## config.mk

```make
export PLATFORM = sky130hd
export DESIGN_NAME = ranged_folding_substring_search_core
export DESIGN_NICKNAME = d
export VERILOG_FILES = /design/src/sv/rfss_pkg.sv /design/src/sv/ranged_folding_substring_search_core.sv
export SDC_FILE = /design/constraint.sdc
export NUM_CORES = 1
export LEC_CHECK = 0
export ABC_AREA = 1
export BUFFER_PORTS_ARGS = -buffer_cell sky130_fd_sc_hd__buf_2
export CAP_MARGIN = 20
export CORE_ASPECT_RATIO = 0.8
export CORE_UTILIZATION = 35
export DETAILED_ROUTE_END_ITERATION = 7
export HOLD_SLACK_MARGIN = 0.02
export PLACE_DENSITY = 0.51
export SLEW_MARGIN = 20
export SYNTH_ARGS = -nofsm -noshare
export SYNTH_HDL_FRONTEND = slang
export SYNTH_SLANG_ARGS = --single-unit
```

## constraint.sdc

```tcl
create_clock -name clk -period 8 [get_ports clk]
set_clock_uncertainty 0.05 [all_clocks]
set_input_delay 0.4 -clock clk [delete_from_list [all_inputs] [get_ports clk]]
set_output_delay 0.4 -clock clk [all_outputs]
set_load 0.01 [all_outputs]
```

## src/sv/rfss_pkg.sv

```systemverilog
package rfss_pkg;

  localparam int BYTE_W           = 8;
  localparam int CFG_DATA_W       = 64;
  localparam int NEEDLE_LEN_W     = 5;
  // needle bytes held by the two needle registers
  localparam int NEEDLE_REG_BYTES = 16;
  localparam int NEEDLE_REG_W     = NEEDLE_REG_BYTES * BYTE_W;
  // width that holds any needle length, clamped or not (max 31)
  localparam int LEN_EXT_W        = 7;
  localparam logic [BYTE_W-1:0] ASCII_TOP = 8'd128;

  typedef enum logic [2:0] {
    REG_NEEDLE_LOW   = 3'd0,
    REG_NEEDLE_HIGH  = 3'd1,
    REG_NEEDLE_LEN   = 3'd2,
    REG_FOLD         = 3'd3,
    REG_START_LINE   = 3'd4,
    REG_START_COLUMN = 3'd5,
    REG_END_LINE     = 3'd6,
    REG_END_COLUMN   = 3'd7
  } cfg_reg_t;

  function automatic logic [BYTE_W-1:0] upper_ascii(input logic [BYTE_W-1:0] c);
    if (c >= 8'h61 && c <= 8'h7a) begin
      return c - 8'd32;
    end
    return c;
  endfunction

  function automatic logic bytes_equal(input logic fold, input logic [BYTE_W-1:0] a,
                                       input logic [BYTE_W-1:0] b);
    if (fold && a < ASCII_TOP && b < ASCII_TOP) begin
      return upper_ascii(a) == upper_ascii(b);
    end
    return a == b;
  endfunction

endpackage

```

## src/sv/ranged_folding_substring_search_core.sv

```systemverilog
// Case-insensitive (optional) substring search over a line-structured byte stream.
// Each input item is one text byte (s_tuser = 0) or a line break (s_tuser = 1);
// s_tlast on a line break ends the document. The block reports the first match of
// the configured needle (1..NEEDLE_MAX bytes) that lies wholly inside one line and
// within the configured start/end position, as one output item with m_tuser = 1.
// If the document ends without a match, the final line break yields one item with
// m_tuser = 0 and zero tdata. After the final line break the line/column counters
// and search state return to reset; configuration is kept. Throughput is one item
// per clock while not stalled: an item goes through an input register and then the
// window compare, which checks all needle positions in parallel, into the output
// register, which drives m_tvalid. The input stalls only while both registers hold
// items and the receiver holds off. Line and column counters saturate.
// Configuration must be written only while the block is idle; the block itself
// does not enforce this.
module ranged_folding_substring_search_core
  import rfss_pkg::*;
#(
  parameter int NEEDLE_MAX  = 16,
  parameter int LINE_BITS   = 16,
  parameter int COLUMN_BITS = 12
) (
  input  logic                                     clk,
  input  logic                                     rst,
  input  logic                                     s_tvalid,
  output logic                                     s_tready,
  input  logic [BYTE_W-1:0]                        s_tdata,   // text_byte
  input  logic                                     s_tuser,   // is_line_break
  input  logic                                     s_tlast,   // is_last
  output logic                                     m_tvalid,
  input  logic                                     m_tready,
  output logic [((LINE_BITS+COLUMN_BITS+7)/8)*8-1:0] m_tdata, // match_line, match_column
  output logic                                     m_tuser,   // found
  input  logic                                     cfg_valid,
  output logic                                     cfg_ready,
  input  logic [2:0]                               cfg_index,
  input  logic [CFG_DATA_W-1:0]                    cfg_data
);

  localparam int OUT_W = ((LINE_BITS + COLUMN_BITS + 7) / 8) * 8;
  localparam int PAD_W = OUT_W - LINE_BITS - COLUMN_BITS;
  localparam int FILL_W = $clog2(NEEDLE_MAX + 1);
  localparam int IDX_W = (NEEDLE_MAX > 1) ? $clog2(NEEDLE_MAX) : 1;
  localparam int CW = (COLUMN_BITS + 1 > LEN_EXT_W) ? COLUMN_BITS + 1 : LEN_EXT_W;
  localparam logic [LINE_BITS-1:0] LINE_MAX = {LINE_BITS{1'b1}};
  localparam logic [COLUMN_BITS-1:0] COL_MAX = {COLUMN_BITS{1'b1}};

  // configuration
  logic [NEEDLE_REG_W-1:0]   needle;
  logic [NEEDLE_LEN_W-1:0]   needle_len;
  logic                      fold_enable;
  logic [LINE_BITS-1:0]      first_line;
  logic [COLUMN_BITS-1:0]    first_col;
  logic [LINE_BITS-1:0]      last_line;
  logic [COLUMN_BITS-1:0]    last_col;

  // input register
  logic                      in_valid;
  logic [BYTE_W-1:0]         in_byte;
  logic                      in_brk;
  logic                      in_last;

  // search state
  logic [BYTE_W-1:0]         window [NEEDLE_MAX];
  logic [BYTE_W-1:0]         window_next [NEEDLE_MAX];
  logic [FILL_W-1:0]         fill;
  logic [FILL_W-1:0]         fill_next;
  logic [LINE_BITS-1:0]      line_counter;
  logic [COLUMN_BITS-1:0]    column_counter;
  logic                      reported;

  // output register
  logic                      out_valid;
  logic                      out_found;
  logic [LINE_BITS-1:0]      out_line;
  logic [COLUMN_BITS-1:0]    out_column;

  logic                      out_free;
  logic                      step;
  logic [LEN_EXT_W-1:0]      len_ext;
  logic [LEN_EXT_W-1:0]      len_eff;
  logic [CW-1:0]             len_cw;
  logic [CW-1:0]             col1;
  logic [COLUMN_BITS-1:0]    match_start;
  logic                      range_ok;
  logic                      cand;
  logic                      hit;
  logic                      emit;
  logic [LEN_EXT_W-1:0]      idx;
  logic [BYTE_W-1:0]         nb;

  assign out_free  = !out_valid || m_tready;
  assign step      = in_valid && out_free;
  assign s_tready  = !in_valid || out_free;
  assign cfg_ready = 1'b1;

  assign m_tvalid = out_valid;
  assign m_tuser  = out_found;
  assign m_tdata  = {{PAD_W{1'b0}}, out_column, out_line};

  always_comb begin
    window_next[0] = in_byte;
    for (int i = 1; i < NEEDLE_MAX; i++) begin
      window_next[i] = window[i-1];
    end
    fill_next = (fill < FILL_W'(NEEDLE_MAX)) ? fill + 1'b1 : fill;

    len_ext = LEN_EXT_W'(needle_len);
    len_eff = (len_ext > LEN_EXT_W'(NEEDLE_MAX)) ? LEN_EXT_W'(NEEDLE_MAX) : len_ext;
    len_cw  = CW'(len_eff);
    col1    = CW'(column_counter) + 1'b1;
    match_start = COLUMN_BITS'(col1 - len_cw);

    range_ok = (first_line < last_line) ||
               (first_line == last_line && first_col < last_col);

    cand = !reported && len_eff != '0 && CW'(fill_next) >= len_cw && col1 >= len_cw &&
           range_ok && line_counter >= first_line && line_counter <= last_line &&
           !(line_counter == first_line && match_start < first_col) &&
           !(line_counter == last_line && col1 > CW'(last_col));

    // needle byte i lines up with the byte that arrived len-1-i items ago
    hit = 1'b1;
    idx = '0;
    nb  = '0;
    for (int i = 0; i < NEEDLE_MAX; i++) begin
      if (LEN_EXT_W'(i) < len_eff) begin
        idx = len_eff - 1'b1 - LEN_EXT_W'(i);
        nb  = (i < NEEDLE_REG_BYTES) ? needle[(i % NEEDLE_REG_BYTES)*BYTE_W +: BYTE_W] : '0;
        if (!bytes_equal(fold_enable, window_next[idx[IDX_W-1:0]], nb)) begin
          hit = 1'b0;
        end
      end
    end

    emit = step && (in_brk ? (in_last && !reported) : (cand && hit));
  end

  always_ff @(posedge clk) begin
    if (rst) begin
      needle         <= '0;
      needle_len     <= NEEDLE_LEN_W'(1);
      fold_enable    <= 1'b0;
      first_line     <= '0;
      first_col      <= '0;
      last_line      <= LINE_MAX;
      last_col       <= COL_MAX;
      in_valid       <= 1'b0;
      fill           <= '0;
      line_counter   <= '0;
      column_counter <= '0;
      reported       <= 1'b0;
      out_valid      <= 1'b0;
    end else begin
      if (cfg_valid && cfg_ready) begin
        case (cfg_reg_t'(cfg_index))
          REG_NEEDLE_LOW:   needle[CFG_DATA_W-1:0] <= cfg_data;
          REG_NEEDLE_HIGH:  needle[NEEDLE_REG_W-1:CFG_DATA_W] <= cfg_data;
          REG_NEEDLE_LEN:   needle_len <= cfg_data[NEEDLE_LEN_W-1:0];
          REG_FOLD:         fold_enable <= cfg_data[0];
          REG_START_LINE:   first_line <= cfg_data[LINE_BITS-1:0];
          REG_START_COLUMN: first_col <= cfg_data[COLUMN_BITS-1:0];
          REG_END_LINE:     last_line <= cfg_data[LINE_BITS-1:0];
          REG_END_COLUMN:   last_col <= cfg_data[COLUMN_BITS-1:0];
          default: ;
        endcase
      end

      if (s_tvalid && s_tready) begin
        in_valid <= 1'b1;
        in_byte  <= s_tdata;
        in_brk   <= s_tuser;
        in_last  <= s_tlast;
      end else if (step) begin
        in_valid <= 1'b0;
      end

      if (emit) begin
        out_valid <= 1'b1;
      end else if (out_valid && m_tready) begin
        out_valid <= 1'b0;
      end

      if (step) begin
        if (in_brk) begin
          fill           <= '0;
          column_counter <= '0;
          if (in_last) begin
            line_counter <= '0;
            reported     <= 1'b0;
            if (!reported) begin
              out_found  <= 1'b0;
              out_line   <= '0;
              out_column <= '0;
            end
          end else if (line_counter != LINE_MAX) begin
            line_counter <= line_counter + 1'b1;
          end
        end else begin
          window <= window_next;
          fill   <= fill_next;
          if (column_counter != COL_MAX) begin
            column_counter <= column_counter + 1'b1;
          end
          if (cand && hit) begin
            reported   <= 1'b1;
            out_found  <= 1'b1;
            out_line   <= line_counter;
            out_column <= match_start;
          end
        end
      end
    end
  end

endmodule

```

==> Implementation_results.wiki, run 1 <==
{| class="wikitable"
! Metric !! Value
|-
| Run status || complete, no violations
|-
| I/O pin total || between 100 and 150
|-
| Global-route total usage across every layer || 0.252
|-
| CP max stage delay || roughly 0.78 ns
|-
| Count of port buffers added during placement || 112
|-
| Clock-pin slew of the registers on the worst-case setup and hold paths || ~0.060 ns
|-
| Antenna violations before repair || 2
|-
| Depth of the CTS H-tree || 2
|-
| Tmin final || around 6.4 ns
|-
| Power density over cell area || around 200 mW/mm^2
|-
| Die height || 260 um
|-
| Sequential area share after synthesis || 0.319
|-
| Parity-gate share of the synthesized area counting xor and xnor cells || 0.0399
|-
| WP buf/inv || 8
|-
| Layout overhead on the synthesized area || 12.0%
|-
| Global-route wire length before repair || 164000 um
|-
| Clock tree buffer depth || 3
|-
| Post-CTS setup buffer count || 0
|-
| Worst min path class || in -> reg
|-
| Fraction of synthesized area in multiplexers || 0.000343
|-
| Synthesized instance count || around 4.4k
|-
| Overall die width || roughly 320 um
|-
| Number of nets still failing antenna checks after routing || 0
|-
| Detailed-route wire length per cell || around 19 um
|-
| Total vias in the final route || about 29k
|-
| Met3 track demand over resource in global routing || 0.0526
|-
| Final wirelength || 109000 um
|-
| Max Transition Viols Final || 0
|-
| Root buffer cell || sky130_fd_sc_hd__clkbuf_16
|-
| Clock sink count || around 390
|-
| Area of the mapped netlist || between 0.02 and 0.03 sq mm
|-
| Setup violators final || 0
|-
| Cell type of the slowest stage on the worst timing path || sky130_fd_sc_hd__dfxtp_1
|-
| Die Footprint || roughly 0.084 sq mm
|-
| Crit-path max FO || 39
|-
| Clock latency of the later-clocked register in the worst-skew pair || between 0.6 and 0.7 ns
|-
| Count of maximum capacitance violations || 0
|-
| Cell depth of the worst flop-to-flop path || 36
|-
| Main combinational cell family by area after synthesis || simple AND/OR/NAND/NOR gates
|-
| Routed via count divided by cell count || between 5 and 6
|-
| Proportion of layout cells with a drive suffix above 1 || 0.0703
|-
| Setup repair after global routing missed its margin || false
|-
| Flop2flop setup slack || roughly 1.6 ns
|-
| Compound-Gate Fraction of Synth Area || 0.126
|-
| Synth Warn # || 0
|-
| Reg-to-Reg End || out_line[10]
|-
| Routability congestion estimate || 1.02
|-
| Drc violations || 0
|-
| LEAKAGE || around 15 nW
|-
| Most Crowded Layer GR || met1
|-
| Nets || ~4.7k
|-
| Count of flip-flops with a built-in enable after synthesis || 159
|-
| CTS tree || yes
|-
| Cell count of the worst hold path || 3
|-
| Vias in the first global route || between 20k and 30k
|-
| Starting density of the core || 0.354
|-
| Reg-to-Reg Start || needle_len[4]
|-
| Maximum frequency from static timing analysis || approximately 160 MHz
|-
| GRT overflow || 0
|-
| Fraction of registers with async set/reset || 0
|-
| Number of distinct library cell variants in the gate-level netlist after synthesis || 55
|-
| Total power after layout || ~6.5 mW
|-
| Worst ir drop on vdd || between 150 and 200 uV
|-
| Count of state elements after synthesis || 385
|-
| Maximum number of pins on one net before global-route repair || slightly above 100
|-
| Delay-heaviest family, CP || simple AND/OR/NAND/NOR gates
|-
| Global-route track usage on met1 || 0.389
|-
| TNS Setup || 0 ns
|-
| Actual transition at the worst max-transition pin || 1.25 ns
|-
| Average cell area after synthesis || between 6 and 7 sq um
|-
| Final cycle utilization of the critical path || 0.797
|-
| GRT met2 Usage || 0.349
|-
| Initial detailed-routing violation count || 3230
|-
| Critical setup path kind || reg -> reg
|-
| Number of clock buffers inserted by TritonCTS || between 40 and 50
|-
| PostCTS Resize Cnt || 0
|-
| Critical Path RT || about 8.2 ns
|-
| First-pass iteration count of the detailed router || 6
|-
| Pre-CTS setup slack || ~1.8 ns
|-
| Most repeated library cell on the critical path || sky130_fd_sc_hd__nand2_1
|-
| Worst Setup End Kind || register
|-
| WP data arrival || around 6.6 ns
|-
| Post-detailed-placement half-perimeter wirelength || around 84000 um
|-
| Area of the core || between 0.08 and 0.09 sq mm
|-
| Post-synthesis simple-gate area fraction || 0.344
|-
| Relative slew slack || 0.157
|-
| Worst Hold Endpoint || needle[120]
|-
| Nature of the critical path startpoint || register
|-
| Row count || 94
|-
| Post-synth top flop || sky130_fd_sc_hd__dfxtp_1
|-
| Post-layout worst setup margin || roughly 1.6 ns
|-
| Startpoint of the lowest-slack hold path || cfg_data[56]
|-
| Adder and majority cell fraction of the synthesized area || 0.0745
|-
| Hold violation count in the final report || 0
|}
==> worst max-delay path by stage <==
| stage | from | endpoint | slack (ns) | cells past startpoint |
|---|---|---|---|---|
| finish | needle_len[4] | out_line[10] | 1.63 | 36 |
| global route | needle_len[4] | out_line[10] | 1.09 | 36 |
| CTS | needle_len[4] | out_line[10] | 1.79 | 36 |
| detailed placement | needle_len[4] | out_column[6] | 1.81 | 36 |
| global placement | needle_len[4] | out_column[6] | 1.85 | 36 |
| floorplan | m_tready | window[100] | 1.34 | 6 |
==> routing by layer <==
| metal | share of wire | up-vias |
|---|---|---|
| met3 | 0.092 | 141 |
| li1 | - | 14600 |
| met2 | 0.39 | 1049 |
| met5 | 0.00018 | - |
| met4 | 0.022 | 2 |
| met1 | 0.50 | 13500 |
==> cell type report <==
type,count,area (sq um)
antenna,1,2.50
clock buffer,68,1400
clock inverter,22,230
fill,8870,49700
inverter,510,1920
multi-input combinational,3330,17100
sequential,385,9300
tap,1104,1380
timing repair buffer,197,1320
==> cells in the final DEF, fill, tap and decap left out, drive strengths merged, types with 8 or more instances in the layout <==
cell type / instances
nand2: 1371
dlygate4sd3: 48
clkinv: 18
nor4: 9
xor2: 92
nor3: 39
inv: 510
nand4: 61
edfxtp: 159
o211ai: 45
ha: 172
a211oi: 8
nor2: 300
a21oi: 233
nand3b: 16
buf: 149
dfxtp: 226
nand3: 536
clkbuf: 68
a31oi: 8
o21a: 12
xnor2: 38
o21ai: 341
==> power by group <==
part | internal [mW] | switching (mW) | total [mW]
Combinational | 0.599 | 1.45 | 2.05
Sequential | 2.09 | 0.0415 | 2.13
Clock | 1.33 | 0.971 | 2.30
==> metrics by stage <==
stage,instances,instance area (sq um),hold WS (ns),utilization
6_report,5617,32700,0.0408,0.397
5_1_grt,5616,32700,0.0372,0.397
4_1_cts,5616,32700,0.0213,0.397
3_5_place_dp,5478,30600,0.382,0.371
3_3_place_gp,5478,30600,0.379,0.371
2_1_floorplan,4402,29200,0.376,-
==> cell usage after synthesis (4+ instances only) <==
cell	instances	area, sq um
sky130_fd_sc_hd__o21ai_2	9	78.8
sky130_fd_sc_hd__xnor2_1	38	333
sky130_fd_sc_hd__buf_1	26	97.6
sky130_fd_sc_hd__a31oi_1	8	50.1
sky130_fd_sc_hd__nand2_2	29	181
sky130_fd_sc_hd__inv_2	7	26.3
sky130_fd_sc_hd__o211ai_1	45	338
sky130_fd_sc_hd__o221ai_1	5	43.8
sky130_fd_sc_hd__dfxtp_1	226	4520
sky130_fd_sc_hd__nand3_1	533	2670
sky130_fd_sc_hd__buf_4	17	128
sky130_fd_sc_hd__nor4_1	9	56.3
sky130_fd_sc_hd__nor3_1	39	195
sky130_fd_sc_hd__ha_1	172	2150
sky130_fd_sc_hd__a21oi_1	233	1170
sky130_fd_sc_hd__nor2_1	284	1070
sky130_fd_sc_hd__a211oi_1	8	60.1
sky130_fd_sc_hd__and2_1	5	31.3
sky130_fd_sc_hd__clkbuf_1	88	330
sky130_fd_sc_hd__or2_2	5	31.3
sky130_fd_sc_hd__o22ai_1	7	43.8
sky130_fd_sc_hd__xor2_1	90	788
sky130_fd_sc_hd__o21ai_1	53	265
sky130_fd_sc_hd__nor2_2	12	75.1
sky130_fd_sc_hd__nand4_1	61	382
sky130_fd_sc_hd__nand2_1	1333	5000
sky130_fd_sc_hd__o21a_1	12	90.1
sky130_fd_sc_hd__buf_2	32	160
sky130_fd_sc_hd__buf_6	14	158
sky130_fd_sc_hd__nand3b_1	16	120
sky130_fd_sc_hd__nand2_4	9	101
sky130_fd_sc_hd__inv_1	499	1870
sky130_fd_sc_hd__edfxtp_1	159	4770
sky130_fd_sc_hd__nor3b_1	4	30.0
sky130_fd_sc_hd__o21ai_0	277	1390
==> sequential cells by signal (all words and copies together), names as in the netlist, 5 cells and up <==
signal,flops
first_line,16
in_byte,8
needle_len,5
needle,128
last_col,12
first_col,12
fill,5
out_line,16
out_column,12
window,120
line_counter,16
last_line,16
column_counter,12
==> worst register-to-register path: cells and delay by family, from the launching register on <==
family / cells / cell delay, ns
buffers and inverters: 8 / 2.17
adder cells (fa/ha/maj): 3 / 0.78
AND/OR/NAND/NOR: 25 / 2.22
flip-flops: 1 / 0.78
==> kinds of logic (layout without fill, tap and decap cells) <==
kind of cell,after synthesis,after routing
AND/OR/NAND/NOR,2347,2347
buffers and inverters,687,797
AO/OA/AOI/OAI,674,674
flip-flops,385,385
adder cells (fa/ha/maj),173,173
XOR/XNOR,130,130
other,2,6
multiplexers,1,1
==> timing repair <==
action,in CTS,in global routing
endpoints found under the hold margin,57,0
hold buffers,48,0
setup endpoints to repair,0,0
Power figures use the tool's default switching activity.
==> run 2: changes to the inputs <==
- ABC_AREA: 1 -> 0
- clock period: 8 -> 6.3 ns (I/O delays scaled with it)
==> Implementation_results.wiki, run 2 <==
{| class="wikitable"
! Metric !! Value
|-
| Run status || complete, no violations
|-
| Clock latency of the later-clocked register in the worst-skew pair || 0.64 ns (about the same)
|-
| WP data arrival || 6.43 ns (-0.15 ns)
|-
| Max FFs per register || 128 (unchanged)
|-
| Non-filler cells in the finished layout || 5088 (-9.4%)
|-
| Tmin final || 6.15 ns (-0.223 ns)
|-
| Initial detailed-routing violation count || 4018 (+24%)
|-
| Share of the core filled with cells || 0.409 (+0.0119)
|-
| Clock tree buffer depth || 3 (unchanged)
|-
| Relative slew slack || 0.226 (+0.0691)
|-
| Crit-path max FO || 7 (-82%)
|-
| Sequential area share after synthesis || 0.291 (-0.0277)
|-
| Area of the mapped netlist || 0.0319 sq mm (+9.5%)
|-
| Die Footprint || 0.0925 sq mm (+9.4%)
|-
| Count of maximum capacitance violations || 0 (unchanged)
|-
| LEAKAGE || 14.3 nW (-6.0%)
|-
| Layout overhead on the synthesized area || 15.0%
|-
| Setup repair after global routing missed its margin || false
|-
| Top cells by area, synth || sky130_fd_sc_hd__edfxtp_1 15%, sky130_fd_sc_hd__dfxtp_1 14%, sky130_fd_sc_hd__mux2i_1 7.5%
|-
| Maximum number of pins on one net before global-route repair || 121 (+19%)
|-
| Post-detailed-placement half-perimeter wirelength || 94500 um (+13%)
|-
| Power density over cell area || 208 mW/mm^2 (+4.8%)
|-
| Clock sink count || 385 (unchanged)
|-
| Cell taking the most area after synthesis || sky130_fd_sc_hd__edfxtp_1
|-
| Nature of the critical path startpoint || register
|-
| TNS Setup || 0 ns (unchanged)
|-
| Routability congestion estimate || 1.01 (-0.67%)
|-
| Starting density of the core || 0.355 (+0.00110)
|-
| Launching element of the worst setup path || column_counter[1]
|-
| Final wirelength || 128000 um (+18%)
|-
| GRT overflow || 0 (unchanged)
|-
| Crit path capture || out_line[11]
|-
| Average cell area after synthesis || 8.63 sq um (+30%)
|-
| Reg-to-Reg Start || column_counter[1]
|-
| Final cycle utilization of the critical path || 0.976 (+0.180)
|-
| Number of clock buffers inserted by TritonCTS || 46 (-4.2%)
|-
| Number of distinct library cell variants in the gate-level netlist after synthesis || 109 (+98%)
|-
| Global-route total usage across every layer || 0.267 (+0.0146)
|-
| Post-synth top flop || sky130_fd_sc_hd__dfxtp_1
|-
| Vias in the first global route || 27.1k (+3.9%)
|-
| Setup violators final || 0 (unchanged)
|-
| Fraction of registers with async set/reset || 0 (unchanged)
|-
| Depth of the CTS H-tree || 2 (unchanged)
|-
| Critical Path RT || 6.58 ns (-1.63 ns)
|-
| Reg-to-Reg End || out_line[11]
|-
| Post-layout worst setup margin || 0.149 ns (-1.48 ns)
|-
| Commonest cells after routing, fill and taps aside || 601 x sky130_fd_sc_hd__nand2_1, 280 x sky130_fd_sc_hd__a21oi_1, 237 x sky130_fd_sc_hd__mux2i_1
|-
| Global-route wire length before repair || 185000 um (+13%)
|-
| Most common cell after layout, fill and taps aside || sky130_fd_sc_hd__nand2_1
|-
| Worst Setup End Kind || register
|-
| Total instance count after detailed placement || 4914 (-10%)
|-
| Total vias in the final route || 30.1k (+3.0%)
|-
| Die height || 272 um (+4.6%)
|-
| Row count || 98 (+4.3%)
|-
| Routed via count divided by cell count || 5.92 (+14%)
|-
| Maximum frequency from static timing analysis || 163 MHz (+3.6%)
|-
| Proportion of layout cells with a drive suffix above 1 || 0.147 (+0.0772)
|-
| Hold violation count in the final report || 0 (unchanged)
|-
| Finished layout cell area || 0.0367 sq mm (+12%)
|-
| Largest register by flop count || needle
|-
| I/O pin total || 118 (unchanged)
|-
| Largest registers ranked by flip-flop count || needle: 128 flops, window: 120 flops
|-
| Top cell types by occurrence after synthesis || 604 x sky130_fd_sc_hd__nand2_1, 281 x sky130_fd_sc_hd__a21oi_1, 239 x sky130_fd_sc_hd__mux2i_1, 226 x sky130_fd_sc_hd__dfxtp_1, 213 x sky130_fd_sc_hd__nor2_1
|-
| Area share of the largest cell type after synthesis || 0.149 (-0.0221)
|-
| Worst min path class || in -> reg
|-
| Root buffer cell || sky130_fd_sc_hd__clkbuf_16
|-
| Pre-CTS setup slack || 0.106 ns (-1.71 ns)
|-
| Startpoint of the lowest-slack hold path || cfg_data[4]
|-
| Cell depth of the worst flop-to-flop path || 22 (-39%)
|-
| Most instantiated library cell after synthesis || sky130_fd_sc_hd__nand2_1
|-
| Nets || 4104 (-13%)
|-
| CTS tree || yes
|-
| Overall die width || 340 um (+4.6%)
|-
| Area of the core || 0.0899 sq mm (+9.2%)
|-
| Flop2flop setup slack || 0.15 ns (-1.48 ns)
|-
| Actual transition at the worst max-transition pin || 1.16 ns (-0.0955 ns)
|-
| Count of flip-flops with a built-in enable after synthesis || 159 (unchanged)
|-
| Detailed-route wire length per cell || 25.2 um (+30%)
|-
| Count of port buffers added during placement || 112 (unchanged)
|-
| Number of nets still failing antenna checks after routing || 0 (unchanged)
|-
| Worst ir drop on vdd || 149 uV (-6.4%)
|-
| Synthesized instance count || 3699 (-16%)
|-
| Clock-pin slew of the registers on the worst-case setup and hold paths || 0.06 ns (about the same)
|-
| Drc violations || 0 (unchanged)
|-
| Synth Warn # || 0 (unchanged)
|-
| Count of state elements after synthesis || 385 (unchanged)
|-
| Critical setup path kind || reg -> reg
|-
| Cell area reported after detailed placement || 0.0341 sq mm (+12%)
|-
| Antenna violations before repair || 2 (unchanged)
|-
| First-pass iteration count of the detailed router || 6 (unchanged)
|-
| Max Transition Viols Final || 0 (unchanged)
|}
run 2: per-stage QoR:
stage	hold WS [ns]	total power, mW
4_1_cts	0.0232	7.60
5_1_grt	0.0328	7.92
2_1_floorplan	0.364	4.15
6_report	0.0442	7.63
3_5_place_dp	0.405	4.75
3_3_place_gp	0.399	4.76
run 2: critical path: stages (launching register included):
cell                        delay (ns)
sky130_fd_sc_hd__dfxtp_4          0.37
sky130_fd_sc_hd__ha_4             0.24
sky130_fd_sc_hd__ha_1             0.30
sky130_fd_sc_hd__nor2b_1          0.13
sky130_fd_sc_hd__o21ai_1          0.12
sky130_fd_sc_hd__nand2b_1         0.08
sky130_fd_sc_hd__and2_1           0.17
sky130_fd_sc_hd__o21a_1           0.19
sky130_fd_sc_hd__or4_4            0.49
sky130_fd_sc_hd__or2_2            0.34
sky130_fd_sc_hd__xnor2_2          0.17
sky130_fd_sc_hd__ha_1             0.33
sky130_fd_sc_hd__nand4_1          0.14
sky130_fd_sc_hd__nor3_2           0.22
sky130_fd_sc_hd__o41ai_2          0.12
sky130_fd_sc_hd__nand4_1          0.15
sky130_fd_sc_hd__nand4_1          0.17
sky130_fd_sc_hd__a2111o_1         0.43
sky130_fd_sc_hd__a2111o_1         0.34
sky130_fd_sc_hd__nor4_2           0.33
sky130_fd_sc_hd__nand2_2          0.18
sky130_fd_sc_hd__a221oi_4         0.51
sky130_fd_sc_hd__clkbuf_16        0.26
run 2: worst min-delay path by stage:
stage | endpoint | slack (ns) | cells after the start
after floorplan | in_brk | 0.36 | 0
after global placement | last_col[8] | 0.40 | 2
after detailed placement | last_col[1] | 0.40 | 2
after CTS | first_col[4] | 0.02 | 3
after global routing | first_col[3] | 0.03 | 3
final | first_col[4] | 0.04 | 3
run 2: layer usage:
| layer | track usage | vias to the layer above | part of all wire |
|---|---|---|---|
| li1 | - | 13800 | - |
| met1 | 0.415 | 14600 | 0.48 |
| met2 | 0.356 | 1581 | 0.38 |
| met3 | 0.0655 | 206 | 0.11 |
| met4 | 0.0689 | 0 | 0.027 |
| met5 | 0 | - | 0 |
run 2: cells by family (layout without fill, tap and decap cells):
logic type | count (synthesis) | after routing | synth area share
buffers and inverters | 412 | 596 | 0.0573
AND/OR/NAND/NOR | 1310 | 1310 | 0.192
AO/OA/AOI/OAI | 805 | 805 | 0.163
multiplexers | 415 | 415 | 0.174
adder cells (fa/ha/maj) | 173 | 173 | 0.0680
XOR/XNOR | 197 | 197 | 0.0552
flip-flops | 385 | 385 | 0.291
other | 2 | 7 | 0.000235
run 2: area by class of cell:
class / count / area [sq um]
Inverter: 192 / 737
Tap cell: 1200 / 1500
Sequential cell: 385 / 9310
Multi-Input combinational cell: 2905 / 21200
Clock inverter: 20 / 221
Fill cell: 8985 / 53100
Timing Repair Buffer: 319 / 2480
Antenna cell: 2 / 5.00
Clock buffer: 65 / 1340
run 2: power breakdown:
part | switching [mW] | leakage, nW | internal, mW
Clock | 1.19 | 0.751 | 1.61
Sequential | 0.0766 | 3.31 | 2.63
Combinational | 1.26 | 10.2 | 0.854
run 2: repair_timing:
action | CTS | global route
setup buffers | 0 | 10
endpoints found under the hold margin | 159 | 0
hold buffers | 74 | 0
resized for setup | 0 | 47
setup endpoints to repair | 0 | 30
